**src/rtl/bfha_pkg.sv**
```systemverilog
// Shared types, codes and constants of the best-fit hole allocator.
`default_nettype none
package bfha_pkg;

    localparam int START_W  = 10;
    localparam int LEN_W    = 11;
    localparam int SLACK_W  = 4;

    localparam logic ACT_ALLOC = 1'b0;
    localparam logic ACT_FREE  = 1'b1;

    localparam logic [1:0] STATUS_DONE  = 2'd0;
    localparam logic [1:0] STATUS_NOFIT = 2'd1;
    localparam logic [1:0] STATUS_FULL  = 2'd2;

    localparam logic [SLACK_W-1:0] SLACK_RESET = 4'd2;

    // Byte address of the split_slack register.
    localparam logic [0:0] ADDR_SPLIT_SLACK = 1'b0;

    typedef struct packed {
        logic               action;
        logic [START_W-1:0] block_start;
        logic [LEN_W-1:0]   block_length;
    } t_req;

    typedef struct packed {
        logic [1:0]         status;
        logic [START_W-1:0] grant_start;
        logic [LEN_W-1:0]   grant_length;
    } t_rsp;

    typedef enum logic [1:0] {
        S_IDLE,
        S_SCAN,
        S_WRITE
    } t_state;

    typedef struct packed {
        logic clear;
        logic eval;
        logic is_free;
    } t_scan_ctl;

    typedef struct packed {
        logic wr_en;
        logic set_used;
        logic clr_used;
    } t_tbl_ctl;

endpackage
`default_nettype wire

```
**src/rtl/bfha_table.sv**
```systemverilog
// Hole table: base/size memory with one read and one write port, plus used flags.
`default_nettype none
module bfha_table #(
    parameter int MAX_HOLES  = 16,
    parameter int POOL_WORDS = 1024,
    parameter int IDX_W      = 4,
    parameter int BASE_W     = 10,
    parameter int SIZE_W     = 11
) (
    input  wire logic                 i_clk,
    input  wire logic                 i_rst_n,
    input  wire logic                 i_rd_en,
    input  wire logic [IDX_W-1:0]     i_rd_idx,
    output logic                      o_rd_used,
    output logic [BASE_W-1:0]         o_rd_base,
    output logic [SIZE_W-1:0]         o_rd_size,
    input  wire bfha_pkg::t_tbl_ctl   i_ctl,
    input  wire logic [IDX_W-1:0]     i_wr_idx,
    input  wire logic [BASE_W-1:0]    i_wr_base,
    input  wire logic [SIZE_W-1:0]    i_wr_size,
    input  wire logic [IDX_W-1:0]     i_clr_idx
);
    import bfha_pkg::*;

    logic [BASE_W+SIZE_W-1:0] r_hole_mem [MAX_HOLES];
    logic [BASE_W+SIZE_W-1:0] r_rd_data;
    logic [IDX_W-1:0]         r_rd_idx;
    logic [MAX_HOLES-1:0]     r_used;
    logic                     r_init0;

    always_ff @(posedge i_clk) begin
        if (i_ctl.wr_en) begin
            r_hole_mem[i_wr_idx] <= {i_wr_base, i_wr_size};
        end
        if (i_rd_en) begin
            r_rd_data <= r_hole_mem[i_rd_idx];
            r_rd_idx  <= i_rd_idx;
        end
    end

    // Entry zero holds the whole pool after reset until it is first written.
    always_ff @(posedge i_clk) begin
        if (!i_rst_n) begin
            r_used  <= MAX_HOLES'(1);
            r_init0 <= 1'b1;
        end else begin
            if (i_ctl.clr_used) begin
                r_used[i_clr_idx] <= 1'b0;
            end
            if (i_ctl.set_used) begin
                r_used[i_wr_idx] <= 1'b1;
            end
            if (i_ctl.wr_en && (i_wr_idx == '0)) begin
                r_init0 <= 1'b0;
            end
        end
    end

    always_comb begin
        o_rd_used = r_used[r_rd_idx];
        if (r_init0 && (r_rd_idx == '0)) begin
            o_rd_base = '0;
            o_rd_size = SIZE_W'(POOL_WORDS);
        end else begin
            o_rd_base = r_rd_data[BASE_W+SIZE_W-1:SIZE_W];
            o_rd_size = r_rd_data[SIZE_W-1:0];
        end
    end

endmodule
`default_nettype wire

```
**src/rtl/bfha_scan.sv**
```systemverilog
// Shared compare unit that folds one table entry per cycle into the running picks.
`default_nettype none
module bfha_scan #(
    parameter int IDX_W = 4,
    parameter int AW    = 11
) (
    input  wire logic                 i_clk,
    input  wire logic                 i_rst_n,
    input  wire bfha_pkg::t_scan_ctl  i_ctl,
    input  wire logic [AW-1:0]        i_len,
    input  wire logic [AW-1:0]        i_start,
    input  wire logic [AW-1:0]        i_end,
    input  wire logic [IDX_W-1:0]     i_idx,
    input  wire logic                 i_used,
    input  wire logic [AW-1:0]        i_base,
    input  wire logic [AW-1:0]        i_size,
    output logic                      o_best_found,
    output logic [IDX_W-1:0]          o_best_idx,
    output logic [AW-1:0]             o_best_base,
    output logic [AW-1:0]             o_best_size,
    output logic                      o_below_found,
    output logic [IDX_W-1:0]          o_below_idx,
    output logic [AW-1:0]             o_below_base,
    output logic                      o_above_found,
    output logic [IDX_W-1:0]          o_above_idx,
    output logic [AW-1:0]             o_above_size,
    output logic                      o_slot_found,
    output logic [IDX_W-1:0]          o_slot_idx
);
    import bfha_pkg::*;

    logic             r_best_found, r_below_found, r_above_found, r_slot_found;
    logic [IDX_W-1:0] r_best_idx, r_below_idx, r_above_idx, r_slot_idx;
    logic [AW-1:0]    r_best_base, r_best_size, r_below_base, r_above_size;

    logic [AW:0] w_top;
    logic        w_fit, w_better, w_is_below, w_is_above;

    always_comb begin
        w_top      = {1'b0, i_base} + {1'b0, i_size};
        w_fit      = i_used && (i_size >= i_len);
        w_better   = !r_best_found || (i_size < r_best_size) ||
                     ((i_size == r_best_size) && (i_base < r_best_base));
        w_is_below = i_used && (w_top == {1'b0, i_start});
        w_is_above = i_used && (i_base == i_end);
    end

    always_ff @(posedge i_clk) begin
        if (!i_rst_n || i_ctl.clear) begin
            r_best_found  <= 1'b0;
            r_below_found <= 1'b0;
            r_above_found <= 1'b0;
            r_slot_found  <= 1'b0;
        end else if (i_ctl.eval) begin
            if (!i_ctl.is_free) begin
                if (w_fit && w_better) begin
                    r_best_found <= 1'b1;
                end
            end else begin
                if (!i_used && !r_slot_found) begin
                    r_slot_found <= 1'b1;
                end
                if (w_is_below && !r_below_found) begin
                    r_below_found <= 1'b1;
                end
                if (w_is_above && !r_above_found) begin
                    r_above_found <= 1'b1;
                end
            end
        end
    end

    always_ff @(posedge i_clk) begin
        if (i_ctl.eval) begin
            if (!i_ctl.is_free) begin
                if (w_fit && w_better) begin
                    r_best_idx  <= i_idx;
                    r_best_base <= i_base;
                    r_best_size <= i_size;
                end
            end else begin
                if (!i_used && !r_slot_found) begin
                    r_slot_idx <= i_idx;
                end
                if (w_is_below && !r_below_found) begin
                    r_below_idx  <= i_idx;
                    r_below_base <= i_base;
                end
                if (w_is_above && !r_above_found) begin
                    r_above_idx  <= i_idx;
                    r_above_size <= i_size;
                end
            end
        end
    end

    assign o_best_found  = r_best_found;
    assign o_best_idx    = r_best_idx;
    assign o_best_base   = r_best_base;
    assign o_best_size   = r_best_size;
    assign o_below_found = r_below_found;
    assign o_below_idx   = r_below_idx;
    assign o_below_base  = r_below_base;
    assign o_above_found = r_above_found;
    assign o_above_idx   = r_above_idx;
    assign o_above_size  = r_above_size;
    assign o_slot_found  = r_slot_found;
    assign o_slot_idx    = r_slot_idx;

endmodule
`default_nettype wire

```
**src/rtl/best_fit_hole_allocator.sv**
```systemverilog
// Top level of the best-fit hole allocator: sequencer, register port and result register.
`default_nettype none
// Best-fit hole allocator. Each transaction on the request channel is an allocate
// or a free and produces exactly one response. The block walks the hole table one
// entry per cycle through the single read port of the table memory, so a request
// passes through the accept in the idle state, a scan of every entry with the
// registered read, and the update state; the response is registered at the update
// and the block returns to idle with it, so the next request can be taken while the
// response is presented. A response that has not been consumed holds the following
// request in its update cycle until the response is taken. Requests are not accepted
// while one is in progress. No clearing pass is needed after reset. split_slack sits
// at byte address 0 of the register port and may only be written while the block is idle.
module best_fit_hole_allocator #(
    parameter int POOL_WORDS = 1024,
    parameter int MAX_HOLES  = 16
) (
    input  wire logic             i_clk,
    input  wire logic             i_rst_n,
    input  wire logic             i_in_valid,
    output logic                  o_in_ready,
    input  wire bfha_pkg::t_req   i_in_data,
    output logic                  o_out_valid,
    input  wire logic             i_out_ready,
    output bfha_pkg::t_rsp        o_out_data,
    input  wire logic             psel,
    input  wire logic             penable,
    input  wire logic             pwrite,
    input  wire logic [0:0]       paddr,
    input  wire logic [31:0]      pwdata,
    output logic [31:0]           prdata,
    output logic                  pready
);
    import bfha_pkg::*;

    localparam int BASE_W = $clog2(POOL_WORDS);
    localparam int SIZE_W = $clog2(POOL_WORDS + 1);
    localparam int AW     = (SIZE_W > LEN_W) ? SIZE_W : LEN_W;
    localparam int IDX_W  = $clog2(MAX_HOLES);
    localparam int CNT_W  = $clog2(MAX_HOLES + 1);
    localparam logic [AW-1:0]    POOL_AW  = AW'(POOL_WORDS);
    localparam logic [CNT_W-1:0] CNT_LAST = CNT_W'(MAX_HOLES);

    t_state             r_state, n_state;
    logic [CNT_W-1:0]   r_cnt;
    logic               r_eval;
    logic               r_action;
    logic               r_nop;
    logic [AW-1:0]      r_len, r_start, r_end;
    logic [SLACK_W-1:0] r_slack;
    logic               r_out_valid;
    t_rsp               r_out;

    logic               w_in_fire, w_rd_en, w_commit;
    t_scan_ctl          w_scan_ctl;
    t_tbl_ctl           w_tbl_ctl;
    logic [AW-1:0]      w_req_start, w_req_len, w_req_end;
    logic [AW:0]        w_req_sum;

    logic               w_rd_used;
    logic [BASE_W-1:0]  w_rd_base;
    logic [SIZE_W-1:0]  w_rd_size;

    logic               w_best_found, w_below_found, w_above_found, w_slot_found;
    logic [IDX_W-1:0]   w_best_idx, w_below_idx, w_above_idx, w_slot_idx;
    logic [AW-1:0]      w_best_base, w_best_size, w_below_base, w_above_size;

    logic [AW-1:0]      w_leftover, w_merge_low, w_merge_size;
    logic [AW:0]        w_merge_top, w_merge_diff;
    logic               w_absorb, w_nofit;
    logic [IDX_W-1:0]   w_wr_idx;
    logic [AW-1:0]      w_wr_base, w_wr_size, w_grant_start, w_grant_len;
    logic [1:0]         w_status;
    logic               w_tbl_wr, w_tbl_set, w_tbl_clr;
    logic [IDX_W-1:0]   w_clr_idx;

    // Register port.
    always_ff @(posedge i_clk) begin
        if (!i_rst_n) begin
            r_slack <= SLACK_RESET;
        end else if (psel && penable && pwrite && (paddr == ADDR_SPLIT_SLACK)) begin
            r_slack <= pwdata[SLACK_W-1:0];
        end
    end

    assign pready = 1'b1;
    assign prdata = (paddr == ADDR_SPLIT_SLACK) ? {{(32 - SLACK_W){1'b0}}, r_slack} : '0;

    // Request capture; a free running past the pool end is clipped here.
    assign o_in_ready = (r_state == S_IDLE);
    assign w_in_fire  = i_in_valid && o_in_ready;

    always_comb begin
        w_req_start = AW'(i_in_data.block_start);
        w_req_len   = AW'(i_in_data.block_length);
        w_req_sum   = {1'b0, w_req_start} + {1'b0, w_req_len};
        w_req_end   = (w_req_sum > {1'b0, POOL_AW}) ? POOL_AW : w_req_sum[AW-1:0];
    end

    always_ff @(posedge i_clk) begin
        if (w_in_fire) begin
            r_action <= i_in_data.action;
            r_len    <= w_req_len;
            r_start  <= w_req_start;
            r_end    <= w_req_end;
            r_nop    <= (i_in_data.action == ACT_FREE) &&
                        ((w_req_len == '0) || (w_req_start >= POOL_AW));
        end
    end

    // Sequencer.
    always_ff @(posedge i_clk) begin
        if (!i_rst_n) begin
            r_state <= S_IDLE;
            r_cnt   <= '0;
            r_eval  <= 1'b0;
        end else begin
            r_state <= n_state;
            r_eval  <= w_rd_en;
            if (w_in_fire) begin
                r_cnt <= '0;
            end else if (w_rd_en) begin
                r_cnt <= r_cnt + CNT_W'(1);
            end
        end
    end

    always_comb begin
        n_state = r_state;
        case (r_state)
            S_IDLE: begin
                if (w_in_fire) begin
                    n_state = S_SCAN;
                end
            end
            S_SCAN: begin
                if (r_cnt == CNT_LAST) begin
                    n_state = S_WRITE;
                end
            end
            S_WRITE: begin
                if (!r_out_valid || i_out_ready) begin
                    n_state = S_IDLE;
                end
            end
            default: begin
                n_state = S_IDLE;
            end
        endcase
    end

    always_comb begin
        w_rd_en            = 1'b0;
        w_commit           = 1'b0;
        w_scan_ctl.clear   = w_in_fire;
        w_scan_ctl.eval    = 1'b0;
        w_scan_ctl.is_free = r_action;
        case (r_state)
            S_SCAN: begin
                w_rd_en         = (r_cnt < CNT_LAST);
                w_scan_ctl.eval = r_eval;
            end
            S_WRITE: begin
                w_commit = !r_out_valid || i_out_ready;
            end
            default: begin
                w_rd_en = 1'b0;
            end
        endcase
    end

    bfha_table #(
        .MAX_HOLES  (MAX_HOLES),
        .POOL_WORDS (POOL_WORDS),
        .IDX_W      (IDX_W),
        .BASE_W     (BASE_W),
        .SIZE_W     (SIZE_W)
    ) u_table (
        .i_clk     (i_clk),
        .i_rst_n   (i_rst_n),
        .i_rd_en   (w_rd_en),
        .i_rd_idx  (r_cnt[IDX_W-1:0]),
        .o_rd_used (w_rd_used),
        .o_rd_base (w_rd_base),
        .o_rd_size (w_rd_size),
        .i_ctl     (w_tbl_ctl),
        .i_wr_idx  (w_wr_idx),
        .i_wr_base (w_wr_base[BASE_W-1:0]),
        .i_wr_size (w_wr_size[SIZE_W-1:0]),
        .i_clr_idx (w_clr_idx)
    );

    bfha_scan #(
        .IDX_W (IDX_W),
        .AW    (AW)
    ) u_scan (
        .i_clk         (i_clk),
        .i_rst_n       (i_rst_n),
        .i_ctl         (w_scan_ctl),
        .i_len         (r_len),
        .i_start       (r_start),
        .i_end         (r_end),
        .i_idx         (IDX_W'(r_cnt - CNT_W'(1))),
        .i_used        (w_rd_used),
        .i_base        (AW'(w_rd_base)),
        .i_size        (AW'(w_rd_size)),
        .o_best_found  (w_best_found),
        .o_best_idx    (w_best_idx),
        .o_best_base   (w_best_base),
        .o_best_size   (w_best_size),
        .o_below_found (w_below_found),
        .o_below_idx   (w_below_idx),
        .o_below_base  (w_below_base),
        .o_above_found (w_above_found),
        .o_above_idx   (w_above_idx),
        .o_above_size  (w_above_size),
        .o_slot_found  (w_slot_found),
        .o_slot_idx    (w_slot_idx)
    );

    // Table update and response. A free that is neither a no-op nor refused writes one entry
    // from the lower neighbor (or freed start) up to the upper neighbor's end (or freed end).
    always_comb begin
        w_leftover   = w_best_size - r_len;
        w_absorb     = (w_leftover <= AW'(r_slack));
        w_nofit      = (r_len == '0) || !w_best_found;
        w_merge_top  = w_above_found ? ({1'b0, r_end} + {1'b0, w_above_size}) : {1'b0, r_end};
        w_merge_low  = w_below_found ? w_below_base : r_start;
        w_merge_diff = w_merge_top - {1'b0, w_merge_low};
        w_merge_size = (w_merge_diff > {1'b0, POOL_AW}) ? POOL_AW : w_merge_diff[AW-1:0];

        w_tbl_wr      = 1'b0;
        w_tbl_set     = 1'b0;
        w_tbl_clr     = 1'b0;
        w_wr_idx      = w_best_idx;
        w_clr_idx     = w_best_idx;
        w_wr_base     = w_best_base + r_len;
        w_wr_size     = w_leftover;
        w_grant_start = '0;
        w_grant_len   = '0;
        w_status      = STATUS_DONE;

        if (r_action == ACT_ALLOC) begin
            if (w_nofit) begin
                w_status = STATUS_NOFIT;
            end else begin
                w_grant_start = w_best_base;
                if (w_absorb) begin
                    w_tbl_clr   = 1'b1;
                    w_grant_len = w_best_size;
                end else begin
                    w_tbl_wr    = 1'b1;
                    w_grant_len = r_len;
                end
            end
        end else if (!r_nop) begin
            w_wr_base = w_merge_low;
            w_wr_size = w_merge_size;
            w_clr_idx = w_above_idx;
            if (w_below_found) begin
                w_wr_idx  = w_below_idx;
                w_tbl_wr  = 1'b1;
                w_tbl_clr = w_above_found;
            end else if (w_above_found) begin
                w_wr_idx = w_above_idx;
                w_tbl_wr = 1'b1;
            end else if (w_slot_found) begin
                w_wr_idx  = w_slot_idx;
                w_tbl_wr  = 1'b1;
                w_tbl_set = 1'b1;
            end else begin
                w_status = STATUS_FULL;
            end
        end

        w_tbl_ctl.wr_en    = w_commit && w_tbl_wr;
        w_tbl_ctl.set_used = w_commit && w_tbl_set;
        w_tbl_ctl.clr_used = w_commit && w_tbl_clr;
    end

    always_ff @(posedge i_clk) begin
        if (!i_rst_n) begin
            r_out_valid <= 1'b0;
        end else if (w_commit) begin
            r_out_valid <= 1'b1;
        end else if (i_out_ready) begin
            r_out_valid <= 1'b0;
        end
    end

    always_ff @(posedge i_clk) begin
        if (w_commit) begin
            r_out.status       <= w_status;
            r_out.grant_start  <= w_grant_start[START_W-1:0];
            r_out.grant_length <= w_grant_len[LEN_W-1:0];
        end
    end

    assign o_out_valid = r_out_valid;
    assign o_out_data  = r_out;

    a_fail_zero: assert property (@(posedge i_clk) disable iff (!i_rst_n)
        (o_out_valid && (o_out_data.status != STATUS_DONE)) |->
        ((o_out_data.grant_start == '0) && (o_out_data.grant_length == '0)))
        else $error("failed transaction carries a nonzero grant");

    a_cnt_bound: assert property (@(posedge i_clk) disable iff (!i_rst_n)
        r_cnt <= CNT_LAST)
        else $error("scan counter ran past the table");

    a_commit_rsp: assert property (@(posedge i_clk) disable iff (!i_rst_n)
        w_commit |=> (o_out_valid && (r_state == S_IDLE)))
        else $error("update did not present a response");

    a_write_once: assert property (@(posedge i_clk) disable iff (!i_rst_n)
        (w_tbl_ctl.wr_en || w_tbl_ctl.clr_used) |-> (r_state == S_WRITE))
        else $error("table changed outside the update cycle");

endmodule
`default_nettype wire

```
**config.mk**
```make
export PLATFORM = sky130hd
export DESIGN_NAME = best_fit_hole_allocator
export DESIGN_NICKNAME = d
export VERILOG_FILES = /design/src/rtl/bfha_pkg.sv /design/src/rtl/bfha_table.sv /design/src/rtl/bfha_scan.sv /design/src/rtl/best_fit_hole_allocator.sv
export SDC_FILE = /design/constraint.sdc
export NUM_CORES = 1
export LEC_CHECK = 0
export ABC_CLOCK_PERIOD_IN_PS = 9500
export BUFFER_PORTS_ARGS = -buffer_cell sky130_fd_sc_hd__clkbuf_2
export CORE_UTILIZATION = 66
export DETAILED_ROUTE_END_ITERATION = 8
export GPL_TIMING_DRIVEN = 0
export PLACE_DENSITY = 0.85
export SLEW_MARGIN = 20
export SYNTH_ARGS = -nofsm -noshare
export SYNTH_HDL_FRONTEND = slang
export SYNTH_SLANG_ARGS = --single-unit
```
**constraint.sdc**
```tcl
create_clock -name i_clk -period 9.5 [get_ports i_clk]
set_input_delay 1.9 -clock i_clk [delete_from_list [all_inputs] [get_ports i_clk]]
set_output_delay 1.9 -clock i_clk [all_outputs]
set_load 0.005 [all_outputs]
```
# After elaboration in Yosys (flattened, before gate mapping)

Memory sizes are Yosys's and may differ from the RTL's. A register that Yosys moved wholly into a read port is not among the register bits.
Cells that the tools add are included.

Bits in registers: 153
Latch bits: 0
RAM bits: 336
Memory bits (read-only): 0
Bits of input ports: 62
Output and inout port bits: 58
Logic and storage cells: 171
Memories: 1

Add/sub/neg operators: 8
Multipliers: 0
Div/mod/pow operators: 0
Order comparisons: 13
Equal/unequal tests: 9
Shifts and indexed selects: 0
Multiplexer cells: 60
Bitwise logic cells: 6
Reduce and logical (&&, ||, !) cells: 46

Memories:

| name               | depth | width | rd ports | clocked after Yosys merged registers in | wr ports | RTL line         | source |
|---|---|---|---|---|---|---|---|
| u_table.r_hole_mem | 16    | 21    | 1        | 1                                       | 1        | bfha_table.sv:25 | `logic [BASE_W+SIZE_W-1:0] r_hole_mem [MAX_HOLES];` |

Operators by type and width:

| cell                                                   | number |
|---|---|
| 2-to-1 mux 11 bit                                      | 5 |
| 2-to-1 mux 16 bit                                      | 3 |
| 2-to-1 mux 10 bit                                      | 4 |
| 2-to-1 mux 4 bit                                       | 8 |
| 2-to-1 mux 1 bit                                       | 27 |
| adder 10 x 11 -> 12 bit                                | 2 |
| > comparator 12 x 11 -> 1 bit (second input constant)  | 2 |
| zero test 11 bit                                       | 2 |
| logical AND 1 bit                                      | 20 |
| bitwise AND 16 bit                                     | 1 |
| 2-to-1 mux 2 bit                                       | 8 |
| NOT 16 bit                                             | 1 |
| bitwise OR 16 bit                                      | 1 |
| < comparator 4 x 5 -> 1 bit (second input constant)    | 3 |
| AND reduction 3 bit                                    | 5 |
| adder 11 x 11 -> 12 bit                                | 1 |
| equality test 12 x 10 -> 1 bit                         | 1 |
| 2-to-1 mux 12 bit                                      | 1 |
| subtractor 12 x 10 -> 12 bit                           | 1 |
| equality test 10 x 11 -> 1 bit                         | 1 |
| equality test 11 bit                                   | 1 |
| >= comparator 10 x 11 -> 1 bit (second input constant) | 1 |
| >= comparator 11 bit                                   | 1 |
| less-or-equal comparator 11 x 4 -> 1 bit               | 1 |
| other kinds (23)                                       | 41 |

# Depth between registers and ports, before layout

Gate-level depths: netlist (run 1).

Depth in word-level cells: 12
Gate-level depth with buffers: 16
Mapped depth without buffers: 16

# Hierarchy

Synthesis (run 1) repeated with hierarchy kept, for this count alone.

Cell total of the unflattened synthesis: 1625
Area total of the unflattened synthesis: 24263.3 sq um

Modules (own cells, without submodules):

| module                  | times used | cells each | area each (sq um) | sequential area each (sq um) |
|---|---|---|---|---|
| bfha_table              | 1          | 685        | 14642.8           | 11180.7 |
| best_fit_hole_allocator | 1          | 659        | 6137.1            | 1971.9 |
| bfha_scan               | 1          | 281        | 3483.3            | 1881.8 |

# Least setup slack after synthesis (run 1)

No wires, ideal clock.

Path kind: input-to-reg
Start point: input port i_out_ready
End point: memory u_table.r_hole_mem[11][0] (netlist name) (enable)
Setup time: 0.425 ns
Arrival: 5.017 ns
Required time: 9.075 ns
Path slack: 4.058 ns
Cell stages on the path: 4
Buffers on the path: 0
Cell sequence: nor2b_1 > nor2_1 > o211ai_4 > nor3_1

Longest elaborated chain between the ends: 5

RTL lines:

| element                                | RTL line                       | source |
|---|---|---|
| start, declared                        | best_fit_hole_allocator.sv:23  | `input wire logic i_out_ready,` |
| logical OR 1 bit                       | best_fit_hole_allocator.sv:163 | `w_commit = !r_out_valid \|\| i_out_ready;` |
| 2-to-1 mux 1 bit                       | best_fit_hole_allocator.sv:157 | `case (r_state)` |
| via w_commit                           | best_fit_hole_allocator.sv:53  | `logic w_in_fire, w_rd_en, w_commit;` |
| logical AND 1 bit                      | best_fit_hole_allocator.sv:275 | `w_tbl_ctl.wr_en = w_commit && w_tbl_wr;` |
| 2-to-1 mux 1 bit                       | bfha_table.sv:32               | `if (i_ctl.wr_en) begin` |
| 2-to-1 mux 1 bit (implied by the code) | bfha_table.sv:33               | `r_hole_mem[i_wr_idx] <= {i_wr_base, i_wr_size};` |
| end, declared                          | bfha_table.sv:25               |  |

The timed path passes the listed nets, and every way through them passes these cells.

# Final worst setup path (run 1)

Start point: register u_table.r_rd_idx[0]
End point: register u_scan.r_below_base[9] (netlist: u_scan.o_below_base[9]) (enable)

Longest elaborated chain between the ends: 8
Elaborated cells between the ends (all ways): 11
Classes of those cells: add/sub (1); eq/ne (1); mux (4); reduce/logical (5)

RTL lines:

| element                              | RTL line         | source |
|---|---|---|
| start, declared                      | bfha_table.sv:27 | `logic [IDX_W-1:0] r_rd_idx;` |
| start signal, assigned               | bfha_table.sv:37 | `r_rd_idx <= i_rd_idx;` |
| zero test 4 bit                      | bfha_table.sv:61 | `if (r_init0 && (r_rd_idx == '0)) begin` |
| logical AND 1 bit                    | bfha_table.sv:61 |  |
| 2-to-1 mux 11 bit                    | bfha_table.sv:61 |  |
| via u_scan.i_size[2]                 | bfha_scan.sv:16  | `input wire logic [AW-1:0] i_size,` |
| adder 10 x 11 -> 12 bit              | bfha_scan.sv:40  | `w_top = {1'b0, i_base} + {1'b0, i_size};` |
| equality test 12 x 10 -> 1 bit       | bfha_scan.sv:44  | `w_is_below = i_used && (w_top == {1'b0, i_start});` |
| logical AND 1 bit                    | bfha_scan.sv:44  |  |
| logical AND 1 bit                    | bfha_scan.sv:85  | `if (w_is_below && !r_below_found) begin` |
| AND reduction 3 bit (no source line) | --               |  |
| end signal, assigned                 | bfha_scan.sv:87  | `r_below_base <= i_base;` |
| end, declared                        | bfha_scan.sv:34  | `logic [AW-1:0] r_best_base, r_best_size, r_below_base, r_above_size;` |

The timed path passes the listed nets, and every way through them passes these cells. The select of a mux whose other input is x is not followed.
A chain may end at the register's enable or synchronous reset.

==> flow_summary.toml, run 1 <==
[outcome]
run_status = "finished, final reports clean"

[placed_design]
placedCellCount = 2210
place.gp.congestion = 0.9577
port_buffers = 62
dpl.hpwl_um = 47500

[clock_tree]
clock-root-buffer = "sky130_fd_sc_hd__clkbuf_16"
cts_tree = "done"
clock_transition_at_the_registers_of_the_reported_paths_ps = 70
tritoncts.num_buffers = 50
clock_sinks = 510
clock_tree.buffer_depth = 3
clock_insertion_delay_worst_skew_ps = 620
post-cts-setup-buffers = 0
gates_resized_cts_repair = 0
htree_num_levels = 2
cts_hold_buffers = 0

[grt]
grt_pass1_wl_um = 102400
gr-usage-all-layers_pct = 38.21
grt_antenna_before_repair = 2
gr-total-overflow = 0
first_global_vias = 15751
grt_max_degree = 35

[power_and_ir_drop]
power.share.switching_pct = 24.70
power_density_nw_per_um2 = 183.4
leakage_nw = 9.664
max-vdd-ir-drop_v = 0.0002612
p_sw_mw = 1.249
comb_power_share_pct = 10.7
seq_power_share_pct = 50.3
clock_power_share_pct = 38.9
power.internal_mw = 3.806

[drt]
route.detailed.vias_per_inst = 6.937
first_pass_iters = 6
detailroute.via_count = 15920
first_iter_violations = 1783
routed_wl_um = 69970
remaining_drc_errors = 0
ant_nets = 0
wire_per_inst_um = 30.49

[synth]
ys.warnings.count = 0
synth.top_cell.area_share_pct = 58.87
synth_instances = 1617
yosys_most_used_dff = "sky130_fd_sc_hd__edfxtp_1"
synth.most_common_cell = "sky130_fd_sc_hd__edfxtp_1"
synth_area_um2 = 24280
top_area_cells_in_the_synthesized_netlist = "sky130_fd_sc_hd__edfxtp_1 (59%), sky130_fd_sc_hd__mux4_2 (10%), sky130_fd_sc_hd__ha_1 (5.0%)"
synthTopCellsByCount = "sky130_fd_sc_hd__edfxtp_1 (476), sky130_fd_sc_hd__mux4_2 (110), sky130_fd_sc_hd__ha_1 (98), sky130_fd_sc_hd__nor2_1 (94), sky130_fd_sc_hd__inv_1 (74)"
synthArstFlopShare_pct = 0
synth-edff-count = 476
ys_seq_elements = 510
synth_largest_area_cell = "sky130_fd_sc_hd__edfxtp_1"
netlist-cell-type-count = 96
sequential_element_share_of_the_synthesized_area_pct = 61.67
synthesis.area_per_instance_um2 = 15.02

[critical_path]
critPathMaxFanout = 15
timing.setup.critical_path_class = "reg -> reg"
worst_ep_arrival_time_ps = 5210
setup.worst_path.end_class = "register"
timing.critical_path.required_ps = 9730
launching_element_type_of_the_critical_path = "register"

[sta]
max_clock_freq_ghz = 0.2006
layout_min_cycle_time_ps = 4985
crit_share_post_route_pct = 52.48
fin_setup_tns_ps = 0
worst-slew-pin-transition_ps = 1125
slew_violations = 0
fin_skew_ps = 49.91
hold_vio_cnt_final = 0
setup_repair_after_global_routing_missed_its_margin = "false"
slew-limit-headroom_pct = 24.31
timing.final.setup_violations = 0

[die]
floorplan.die.width_um = 193.8
initial_core_util_pct = 67.61
boundaryPins = 120
core_area_um2 = 35910
fp.dieArea_um2 = 37560
placementRows = 69
vertical_die_dimension_um = 193.8

[cells_and_area]
insertedDiodeCount = 0
finalNetCount = 1967
areaGrowthSynthToFinish_pct = 13.53
number_of_cells_in_the_finished_layout_apart_from_fillers = 2295
layout.filler_cells = 1993
post_route_cells_drive_above_1_share_pct = 22.30

[job]
max-cap-violations = 0

[hold_path]
hold_path_class = "reg -> reg"
-- layout by cell type, fill, tap and decap left out, types with 14 or more instances in the layout --
cell,n
sky130_fd_sc_hd__nand3_1,39
sky130_fd_sc_hd__clkbuf_2,64
sky130_fd_sc_hd__a31oi_1,14
sky130_fd_sc_hd__nor3_1,41
sky130_fd_sc_hd__clkbuf_1,37
sky130_fd_sc_hd__nand2_1,41
sky130_fd_sc_hd__xor2_1,20
sky130_fd_sc_hd__a21o_1,14
sky130_fd_sc_hd__nand2b_1,15
sky130_fd_sc_hd__o21ai_0,57
sky130_fd_sc_hd__clkbuf_16,51
sky130_fd_sc_hd__mux2i_1,15
sky130_fd_sc_hd__and2_1,24
sky130_fd_sc_hd__xnor2_1,31
sky130_fd_sc_hd__dfxtp_1,34
sky130_fd_sc_hd__nor2_1,92
sky130_fd_sc_hd__mux4_2,110
sky130_fd_sc_hd__inv_1,74
sky130_fd_sc_hd__ha_1,98
sky130_fd_sc_hd__edfxtp_1,476
sky130_fd_sc_hd__conb_1,29
sky130_fd_sc_hd__nor2b_1,20
sky130_fd_sc_hd__o21a_1,15
sky130_fd_sc_hd__a21oi_1,64
sky130_fd_sc_hd__buf_4,48
-- power by group through the flow --
stage	clock network [mW]	logic, mW	registers (mW)
final	1.97	0.543	2.54
after global routing	2.04	0.578	2.54
after CTS	1.97	0.530	2.54
after detailed placement	0	0.521	2.59
after global placement	0	0.481	2.59
after floorplan	0	0.347	2.58
-- per-layer routing --
| layer | track usage [%] | vias up | wire length [um] |
|---|---|---|---|
| met2 | 64.89 | 1153 | 34750 |
| li1 | - | 6693 | - |
| met1 | 46.50 | 7794 | 23850 |
| met3 | 7.097 | 278 | 6960 |
| met5 | 0 | - | 13 |
| met4 | 21.40 | 2 | 4388 |
-- critical path, cell delays in order, from the launching register on --
cell                        delay, ps
sky130_fd_sc_hd__edfxtp_1         370
sky130_fd_sc_hd__buf_4            190
sky130_fd_sc_hd__nor4_4           450
sky130_fd_sc_hd__nand2_1          110
sky130_fd_sc_hd__buf_2            200
sky130_fd_sc_hd__clkbuf_1         300
sky130_fd_sc_hd__and2_1           490
sky130_fd_sc_hd__ha_1             480
sky130_fd_sc_hd__nor2b_1          180
sky130_fd_sc_hd__o31a_1           290
sky130_fd_sc_hd__o21a_1           190
sky130_fd_sc_hd__or3_1            350
sky130_fd_sc_hd__a2111oi_2        400
sky130_fd_sc_hd__o311a_2          560
-- sequential cells by signal, summed over array words and instances (netlist names), 2 cells and up --
name / cells
r_len: 11
o_out_data: 23
u_table.r_rd_data: 21
u_scan.o_below_idx: 4
u_scan.o_above_size: 11
u_scan.o_slot_idx: 4
u_scan.o_above_idx: 4
r_end: 11
u_table.r_rd_idx: 4
u_scan.o_best_size: 11
r_slack: 4
u_table.r_hole_mem: 336
u_table.r_used: 16
u_scan.o_below_base: 10
r_state: 2
u_scan.o_best_idx: 4
u_scan.o_best_base: 10
r_start: 10
r_cnt: 5
-- area by class of cell --
cell class | count | area [um^2] | share of cell area (%)
tap | 461 | 576.8 | 2.092
clock buffer | 64 | 1349 | 4.893
timing repair buffer | 105 | 804.5 | 2.918
buffer | 84 | 465.4 | 1.688
inverter | 74 | 277.8 | 1.008
multi-input combinational | 976 | 8875 | 32.19
clock inverter | 21 | 245.2 | 0.8896
sequential | 510 | 14970 | 54.32
-- cell families after synthesis --
logic type | Yosys count | share of synthesized area (%)
muxes | 137 | 11.36
other | 2 | 0.03093
and+or+nand+nor | 373 | 8.451
buffers and inverters | 158 | 3.050
adders and majority gates | 104 | 5.544
DFF | 510 | 61.67
AOI/OAI and AO/OA | 281 | 7.992
xor gates and xnor gates | 52 | 1.907
-- path summary, 6_finish.rpt --
check                           depth (start not counted)                     end           startpoint  slack (ps)
worst max-delay path                                   13  u_scan.o_below_base[9]  u_table.r_rd_idx[0]        4510
worst min-delay path                                    0     u_table.r_rd_idx[3]             r_cnt[3]         430
worst max register to register                         13  u_scan.o_below_base[9]  u_table.r_rd_idx[0]        4510
worst min register to register                          0     u_table.r_rd_idx[3]             r_cnt[3]         430
-- per-stage QoR --
step | util (%) | worst slack, ps | total power [mW] | area (um^2) | hold slack [ps]
after detailed placement | 72.28 | 4598 | 3.111 | 25960 | 411.3
after global placement | 70.36 | 1703 | 3.074 | 25270 | 416.8
final | 76.76 | 4515 | 5.055 | 27570 | 428.8
after CTS | 76.72 | 4546 | 5.044 | 27550 | 427.8
after global routing | 76.76 | 4260 | 5.164 | 27570 | 449.4
after floorplan | - | 4058 | 2.924 | 24380 | 406.4
Power figures use the tool's default switching activity.
==> run 2, diff against run 1 <==
--- a/config.mk
+++ b/config.mk
@@ -5,12 +5,12 @@
 export SDC_FILE = /design/constraint.sdc
 export NUM_CORES = 1
 export LEC_CHECK = 0
-export ABC_CLOCK_PERIOD_IN_PS = 9500
+export ABC_CLOCK_PERIOD_IN_PS = 4130
 export BUFFER_PORTS_ARGS = -buffer_cell sky130_fd_sc_hd__clkbuf_2
-export CORE_UTILIZATION = 66
+export CORE_UTILIZATION = 56
 export DETAILED_ROUTE_END_ITERATION = 8
 export GPL_TIMING_DRIVEN = 0
-export PLACE_DENSITY = 0.85
+export PLACE_DENSITY = 0.77
 export SLEW_MARGIN = 20
 export SYNTH_ARGS = -nofsm -noshare
 export SYNTH_HDL_FRONTEND = slang
==> constraint.sdc (replaced) <==
create_clock -name i_clk -period 4.13 [get_ports i_clk]
set_input_delay 0.826 -clock i_clk [delete_from_list [all_inputs] [get_ports i_clk]]
set_output_delay 0.826 -clock i_clk [all_outputs]
set_load 0.005 [all_outputs]
==> run 2 against run 1 <==
Net effect: utilization is 7.7 points lower; the flow now finishes with violations (negative setup slack); worst setup slack worse by 4700 ps; highest routed layer unchanged; clock power is 140% higher; die area is 18% higher; fmax is 16% higher; hold slack worse by 4.5 ps; sequential power is 130% higher; wire length is 1.3% lower; combinational power grew to 2.8 times the previous value; global-route usage is 6.8 points lower.
==> flow_summary.toml, run 2 (same netlist as run 1, synthesis figures left out) <==
[die]
floorplan.die.width_um = 210.2
placementRows = 75
initial_core_util_pct = 57.37
boundaryPins = 120
fp.dieArea_um2 = 44200
vertical_die_dimension_um = 210.2
core_area_um2 = 42320

[placed_design]
placedCellCount = 2315
port_buffers = 62
placement.setup.worst_slack_ps = -998.2
place.gp.congestion = 0.9543
dpl.hpwl_um = 46350

[critical_path]
timing.critical_path.required_ps = 4600
worst_path_largest_cell_delay_ps = 490
timing.setup.critical_path_class = "reg -> reg"
setup.worst_path.end_class = "register"
timing.critical_path.max_delay_family = "compound AO/OA/AOI/OAI gates"
worst_ep_arrival_time_ps = 4760
critical_path.n_buffers_inverters = 3
worstPathCellList = "ha_4 > fa_2 > a21o_1 > a211oi_2 > o22ai_2 > ha_1 > a21o_1 > or3_4 > o22ai_4 > xnor2_2 > nor4_4 > a21oi_4 > buf_6 > buf_6 > o31ai_4 > buf_12"
cp_slowest_cell = "sky130_fd_sc_hd__edfxtp_1"
critPathMaxFanout = 16
launching_element_type_of_the_critical_path = "register"

[cells_and_area]
finalNetCount = 2034
layout.filler_cells = 2764
largest_register_ffs = 336
layout_common_cells = "sky130_fd_sc_hd__edfxtp_1 (476), sky130_fd_sc_hd__mux4_2 (110), sky130_fd_sc_hd__buf_4 (91)"
number_of_cells_in_the_finished_layout_apart_from_fillers = 2484
layout.cells.most_common = "sky130_fd_sc_hd__edfxtp_1"
areaGrowthSynthToFinish_pct = 20.34
insertedDiodeCount = 0
largest_register = "u_table.r_hole_mem"
post_route_cells_drive_above_1_share_pct = 29.26

[drt]
remaining_drc_errors = 0
first_pass_iters = 8
first_iter_violations = 1877
route.detailed.vias_per_inst = 6.421
detailroute.via_count = 15949
ant_nets = 0
wire_per_inst_um = 27.81
routed_wl_um = 69080

[power_and_ir_drop]
p_total_mw = 12.07
max-vdd-ir-drop_v = 0.0004379
leakage_nw = 10.28
clock_power_share_pct = 38.9
power_density_nw_per_um2 = 413.1
power.share.switching_pct = 24.94
comb_power_share_pct = 12.7
p_sw_mw = 3.010
seq_power_share_pct = 48.5
power.internal_mw = 9.061

[clock_tree]
htree_num_levels = 2
clock_transition_at_the_registers_of_the_reported_paths_ps = 60
cts_tree = "done"
tritoncts.num_buffers = 51
clock_tree.buffer_depth = 3
clock-root-buffer = "sky130_fd_sc_hd__clkbuf_16"
clock_insertion_delay_worst_skew_ps = 620
clock_sinks = 510

[sta]
fin_skew_ps = 24.62
crit_share_post_route_pct = 103.8
worst-slew-pin-transition_ps = 1198
fin_setup_tns_ps = -16210
setup_repair_after_global_routing_missed_its_margin = "true"
layout_min_cycle_time_ps = 4286
timing.hold.ws_ps = 424.3
timing.final.setup_violations = 167
slew-limit-headroom_pct = 19.55
slew_violations = 0
postLayoutSetupSlackWorst_ps = -156.3
hold_vio_cnt_final = 0
max_clock_freq_ghz = 0.2333

[hold_path]
hold_path_class = "in -> reg"

[grt]
grt_max_degree = 35
first_global_vias = 15742
grt_antenna_before_repair = 1
gr-total-overflow = 0
gr-usage-all-layers_pct = 31.41
grt_pass1_wl_um = 100500

[job]
max-cap-violations = 0

[outcome]
run_status = "finished, violations left"
violations = "negative setup slack"
==> run 2: cell type report <==
class,count,area [um^2],share of cell area [%]
Clock buffer,56,1326,4.539
Buffer,84,500.5,1.713
Tap cell,577,721.9,2.471
Inverter,74,281.5,0.9634
Multi-Input combinational cell,979,9532,32.62
Timing Repair Buffer,168,1515,5.185
Clock inverter,36,367.9,1.259
Sequential cell,510,14980,51.25
==> run 2: per-layer routing <==
metal	GRT usage, %	routed length, um	vias to the layer above
met5	0	13	-
met4	13.74	3001	2
met3	4.067	5380	185
met2	54.49	35070	879
met1	39.76	25610	8044
li1	-	-	6839
==> run 2: final timing paths <==
check / from / cells after the start / end / slack [ps]
max: r_end[0] / 16 / u_table.r_hole_mem[9][2] / -160
min: i_in_data[11] / 1 / r_start[0] / 420
max reg2reg: r_end[0] / 16 / u_table.r_hole_mem[9][2] / -160
min reg2reg: r_cnt[3] / 0 / u_table.r_rd_idx[3] / 440
==> run 2: metrics by stage <==
step,util (%),cell area (um^2)
after floorplan,-,24520
after global placement,60.38,25550
after detailed placement,61.70,26110
after CTS,68.28,28900
after global routing,69.04,29220
final,69.04,29220
==> run 2: what timing repair did <==
action | in CTS | in global routing
hold buffers | 0 | 0
buffers inserted | 56 | 19
gates resized for setup | 96 | 44
pin swaps | 46 | 19
gates cloned | 3 | 4
endpoints found under the setup margin | 552 | 379
==> run 2: power by group through the flow <==
stage	clock network (mW)	logic, mW	registers (mW)
after global placement	0	1.14	5.96
after CTS	4.72	1.43	5.85
after global routing	4.90	1.62	5.85
final	4.69	1.53	5.85
after detailed placement	0	1.19	5.96
after floorplan	0	0.838	5.93
==> run 3, diff against run 2 <==
--- a/config.mk
+++ b/config.mk
@@ -6,11 +6,13 @@
 export NUM_CORES = 1
 export LEC_CHECK = 0
 export ABC_CLOCK_PERIOD_IN_PS = 4130
-export BUFFER_PORTS_ARGS = -buffer_cell sky130_fd_sc_hd__clkbuf_2
+export BUFFER_PORTS_ARGS = -buffer_cell sky130_fd_sc_hd__buf_2
 export CORE_UTILIZATION = 56
+export CTS_CLUSTER_SIZE = 16
 export DETAILED_ROUTE_END_ITERATION = 8
 export GPL_TIMING_DRIVEN = 0
 export PLACE_DENSITY = 0.77
+export SKIP_LAST_GASP = 1
 export SLEW_MARGIN = 20
 export SYNTH_ARGS = -nofsm -noshare
 export SYNTH_HDL_FRONTEND = slang
==> run 3 against run 2 <==
Net effect: the flow still finishes with violations (negative setup slack); final area barely moved; utilization fell by 0.059 points; clock-buffer cell count up 3; via count up 0.20%; die area is the same; combinational power about the same; worst setup slack better by 32 ps; clock skew rose by 11 ps.
==> flow_summary.toml, run 3 (same netlist as run 1, synthesis figures left out) <==
[critical_path]
crit_end = "u_table.r_hole_mem[14][4]"
worst_path_largest_cell_delay_ps = 460
cp_slowest_cell = "sky130_fd_sc_hd__edfxtp_1"
worstReg2RegEnd = "u_table.r_hole_mem[14][4]"
launching_element_type_of_the_critical_path = "register"
setup.worst_path.end_class = "register"
timing.critical_path.max_delay_family = "compound AO/OA/AOI/OAI gates"
worst-path-stages = 18
critical_path.n_buffers_inverters = 4
r2r_setup_slk_ps = -120
worstPathCellList = "ha_4 > fa_2 > a211oi_4 > o21bai_1 > a21oi_2 > xnor2_2 > mux2_4 > ha_4 > or3_4 > buf_4 > o221ai_2 > a311oi_4 > nor2_2 > a21oi_4 > buf_12 > o31ai_4 > buf_12 > clkbuf_16"
critPathMaxFanout = 8
worst_ep_arrival_time_ps = 4730
critPathLaunch = "r_end[0]"
timing.critical_path.required_ps = 4610
timing.setup.critical_path_class = "reg -> reg"
worst_r2r_path_depth = 18
reg2reg_from = "r_end[0]"

[sta]
timing.final.setup_violations = 176
fin_skew_ps = 35.71
hold_vio_cnt_final = 0
postLayoutSetupSlackWorst_ps = -124.4
slew-limit-headroom_pct = 18.35
slew_violations = 0
worst-slew-pin-transition_ps = 1215
setup_repair_after_global_routing_missed_its_margin = "true"
crit_share_post_route_pct = 103.0
layout_min_cycle_time_ps = 4254
max_clock_freq_ghz = 0.2350

[die]
floorplan.die.width_um = 210.2
placementRows = 75
initial_core_util_pct = 57.37
vertical_die_dimension_um = 210.2
boundaryPins = 120
core_area_um2 = 42320
fp.dieArea_um2 = 44200

[cells_and_area]
layout_common_cells = "sky130_fd_sc_hd__edfxtp_1 (476), sky130_fd_sc_hd__mux4_2 (110), sky130_fd_sc_hd__buf_4 (96)"
insertedDiodeCount = 0
largest_register_ffs = 336
number_of_cells_in_the_finished_layout_apart_from_fillers = 2478
layout.filler_cells = 2720
areaGrowthSynthToFinish_pct = 20.23
post_route_cells_drive_above_1_share_pct = 28.67
largest_register = "u_table.r_hole_mem"
area.sequential_um2 = 14980
multiInputGateArea_um2 = 9503
finalNetCount = 2029
layout.cells.most_common = "sky130_fd_sc_hd__edfxtp_1"
fin_area_um2 = 29200

[grt]
grt_max_degree = 35
first_global_vias = 15799
gr-usage-all-layers_pct = 32.13
grt_pass1_wl_um = 102000
grt_antenna_before_repair = 4
gr-total-overflow = 0

[drt]
first_pass_iters = 5
detailroute.via_count = 15981
routed_wl_um = 70140
route.detailed.vias_per_inst = 6.449
ant_nets = 0
wire_per_inst_um = 28.31
first_iter_violations = 1949
remaining_drc_errors = 0

[placed_design]
placement.setup.worst_slack_ps = -1055
port_buffers = 62
place_area_um2 = 26130
placedCellCount = 2322
place.gp.congestion = 0.9432
dpl.hpwl_um = 46810

[outcome]
run_status = "finished, violations left"
violations = "negative setup slack"

[clock_tree]
clock_tree.buffer_depth = 3
tritoncts.num_buffers = 51
cts_tree = "done"
clock_sinks = 510
cts_hold_buffers = 0
clock-root-buffer = "sky130_fd_sc_hd__clkbuf_16"
clock_transition_at_the_registers_of_the_reported_paths_ps = 60
clock_insertion_delay_worst_skew_ps = 620
htree_num_levels = 2

[power_and_ir_drop]
max-vdd-ir-drop_v = 0.0004703
p_total_mw = 12.41
leakage_nw = 10.29
p_sw_mw = 3.044
seq_power_share_pct = 47.1
comb_power_share_pct = 12.4
power_density_nw_per_um2 = 425.2
clock_power_share_pct = 40.5
power.share.switching_pct = 24.52
power.internal_mw = 9.371

[hold_path]
hold_path_class = "reg -> reg"

[job]
max-cap-violations = 0
## run 3: cell count changes in the layout (fill, tap and decap cells not counted), moves of 3 or more
| cell | previous run | this run |
|---|---|---|
| sky130_fd_sc_hd__buf_2 | 14 | 75 |
| sky130_fd_sc_hd__clkinv_4 | 3 | 0 |
| sky130_fd_sc_hd__buf_6 | 17 | 10 |
| sky130_fd_sc_hd__ha_1 | 86 | 89 |
| sky130_fd_sc_hd__ha_4 | 9 | 6 |
| sky130_fd_sc_hd__buf_16 | 4 | 1 |
| sky130_fd_sc_hd__buf_8 | 12 | 15 |
| sky130_fd_sc_hd__clkinv_2 | 10 | 6 |
| sky130_fd_sc_hd__bufinv_16 | 5 | 10 |
| sky130_fd_sc_hd__clkbuf_2 | 64 | 3 |
| sky130_fd_sc_hd__buf_4 | 91 | 96 |
## run 3: what timing repair did
item                       in CTS  in global routing
hold endpoints to repair        0                  0
pin swaps                      42                 22
gates cloned                    3                  2
setup endpoints to repair     564                306
setup buffers                  36                 25
gates resized for setup        87                 42
## run 3: how the worst min path moves through the flow
stage	start	endpoint	slack (ps)	cells after the start
after floorplan	r_cnt[2]	u_table.r_rd_idx[2]	410	0
after global placement	r_cnt[2]	u_table.r_rd_idx[2]	410	0
after detailed placement	r_cnt[2]	u_table.r_rd_idx[2]	410	0
after CTS	i_in_data[21]	r_action	400	1
after global routing	i_in_data[21]	r_action	410	1
final	r_cnt[2]	u_table.r_rd_idx[2]	420	0
## run 3: power by group through the flow
stage	logic (mW)	registers, mW	clock network, mW
floorplan	0.838	5.93	0
global placement	1.15	5.96	0
detailed placement	1.20	5.96	0
CTS	1.41	5.85	5.06
global route	1.64	5.85	5.24
finish	1.54	5.85	5.02
## run 3: routing by layer
layer | up-vias | part of all wire [%] | track usage, %
met3 | 221 | 8.8 | 5.870
met1 | 7991 | 36 | 41.01
li1 | 6829 | - | -
met5 | - | 0.053 | 0
met4 | 6 | 4.9 | 13.97
met2 | 934 | 50 | 54.10
## run 3: per-stage QoR
stage,setup TNS [ps],utilization (%),hold WS (ps)
floorplan,-30000,-,406.4
global placement,-867360,60.38,413.1
detailed placement,-356290,61.75,413.9
CTS,-476.7,68.04,400.0
global route,-36330,68.98,413.6
finish,-10730,68.98,421.5
## run 3: layout make-up
class | count | area share [%]
Multi-Input combinational cell | 979 | 32.55
Clock buffer | 59 | 4.581
Inverter | 74 | 0.9643
Tap cell | 577 | 2.473
Buffer | 84 | 1.701
Clock inverter | 32 | 1.590
Sequential cell | 510 | 51.29
Timing Repair Buffer | 163 | 4.847
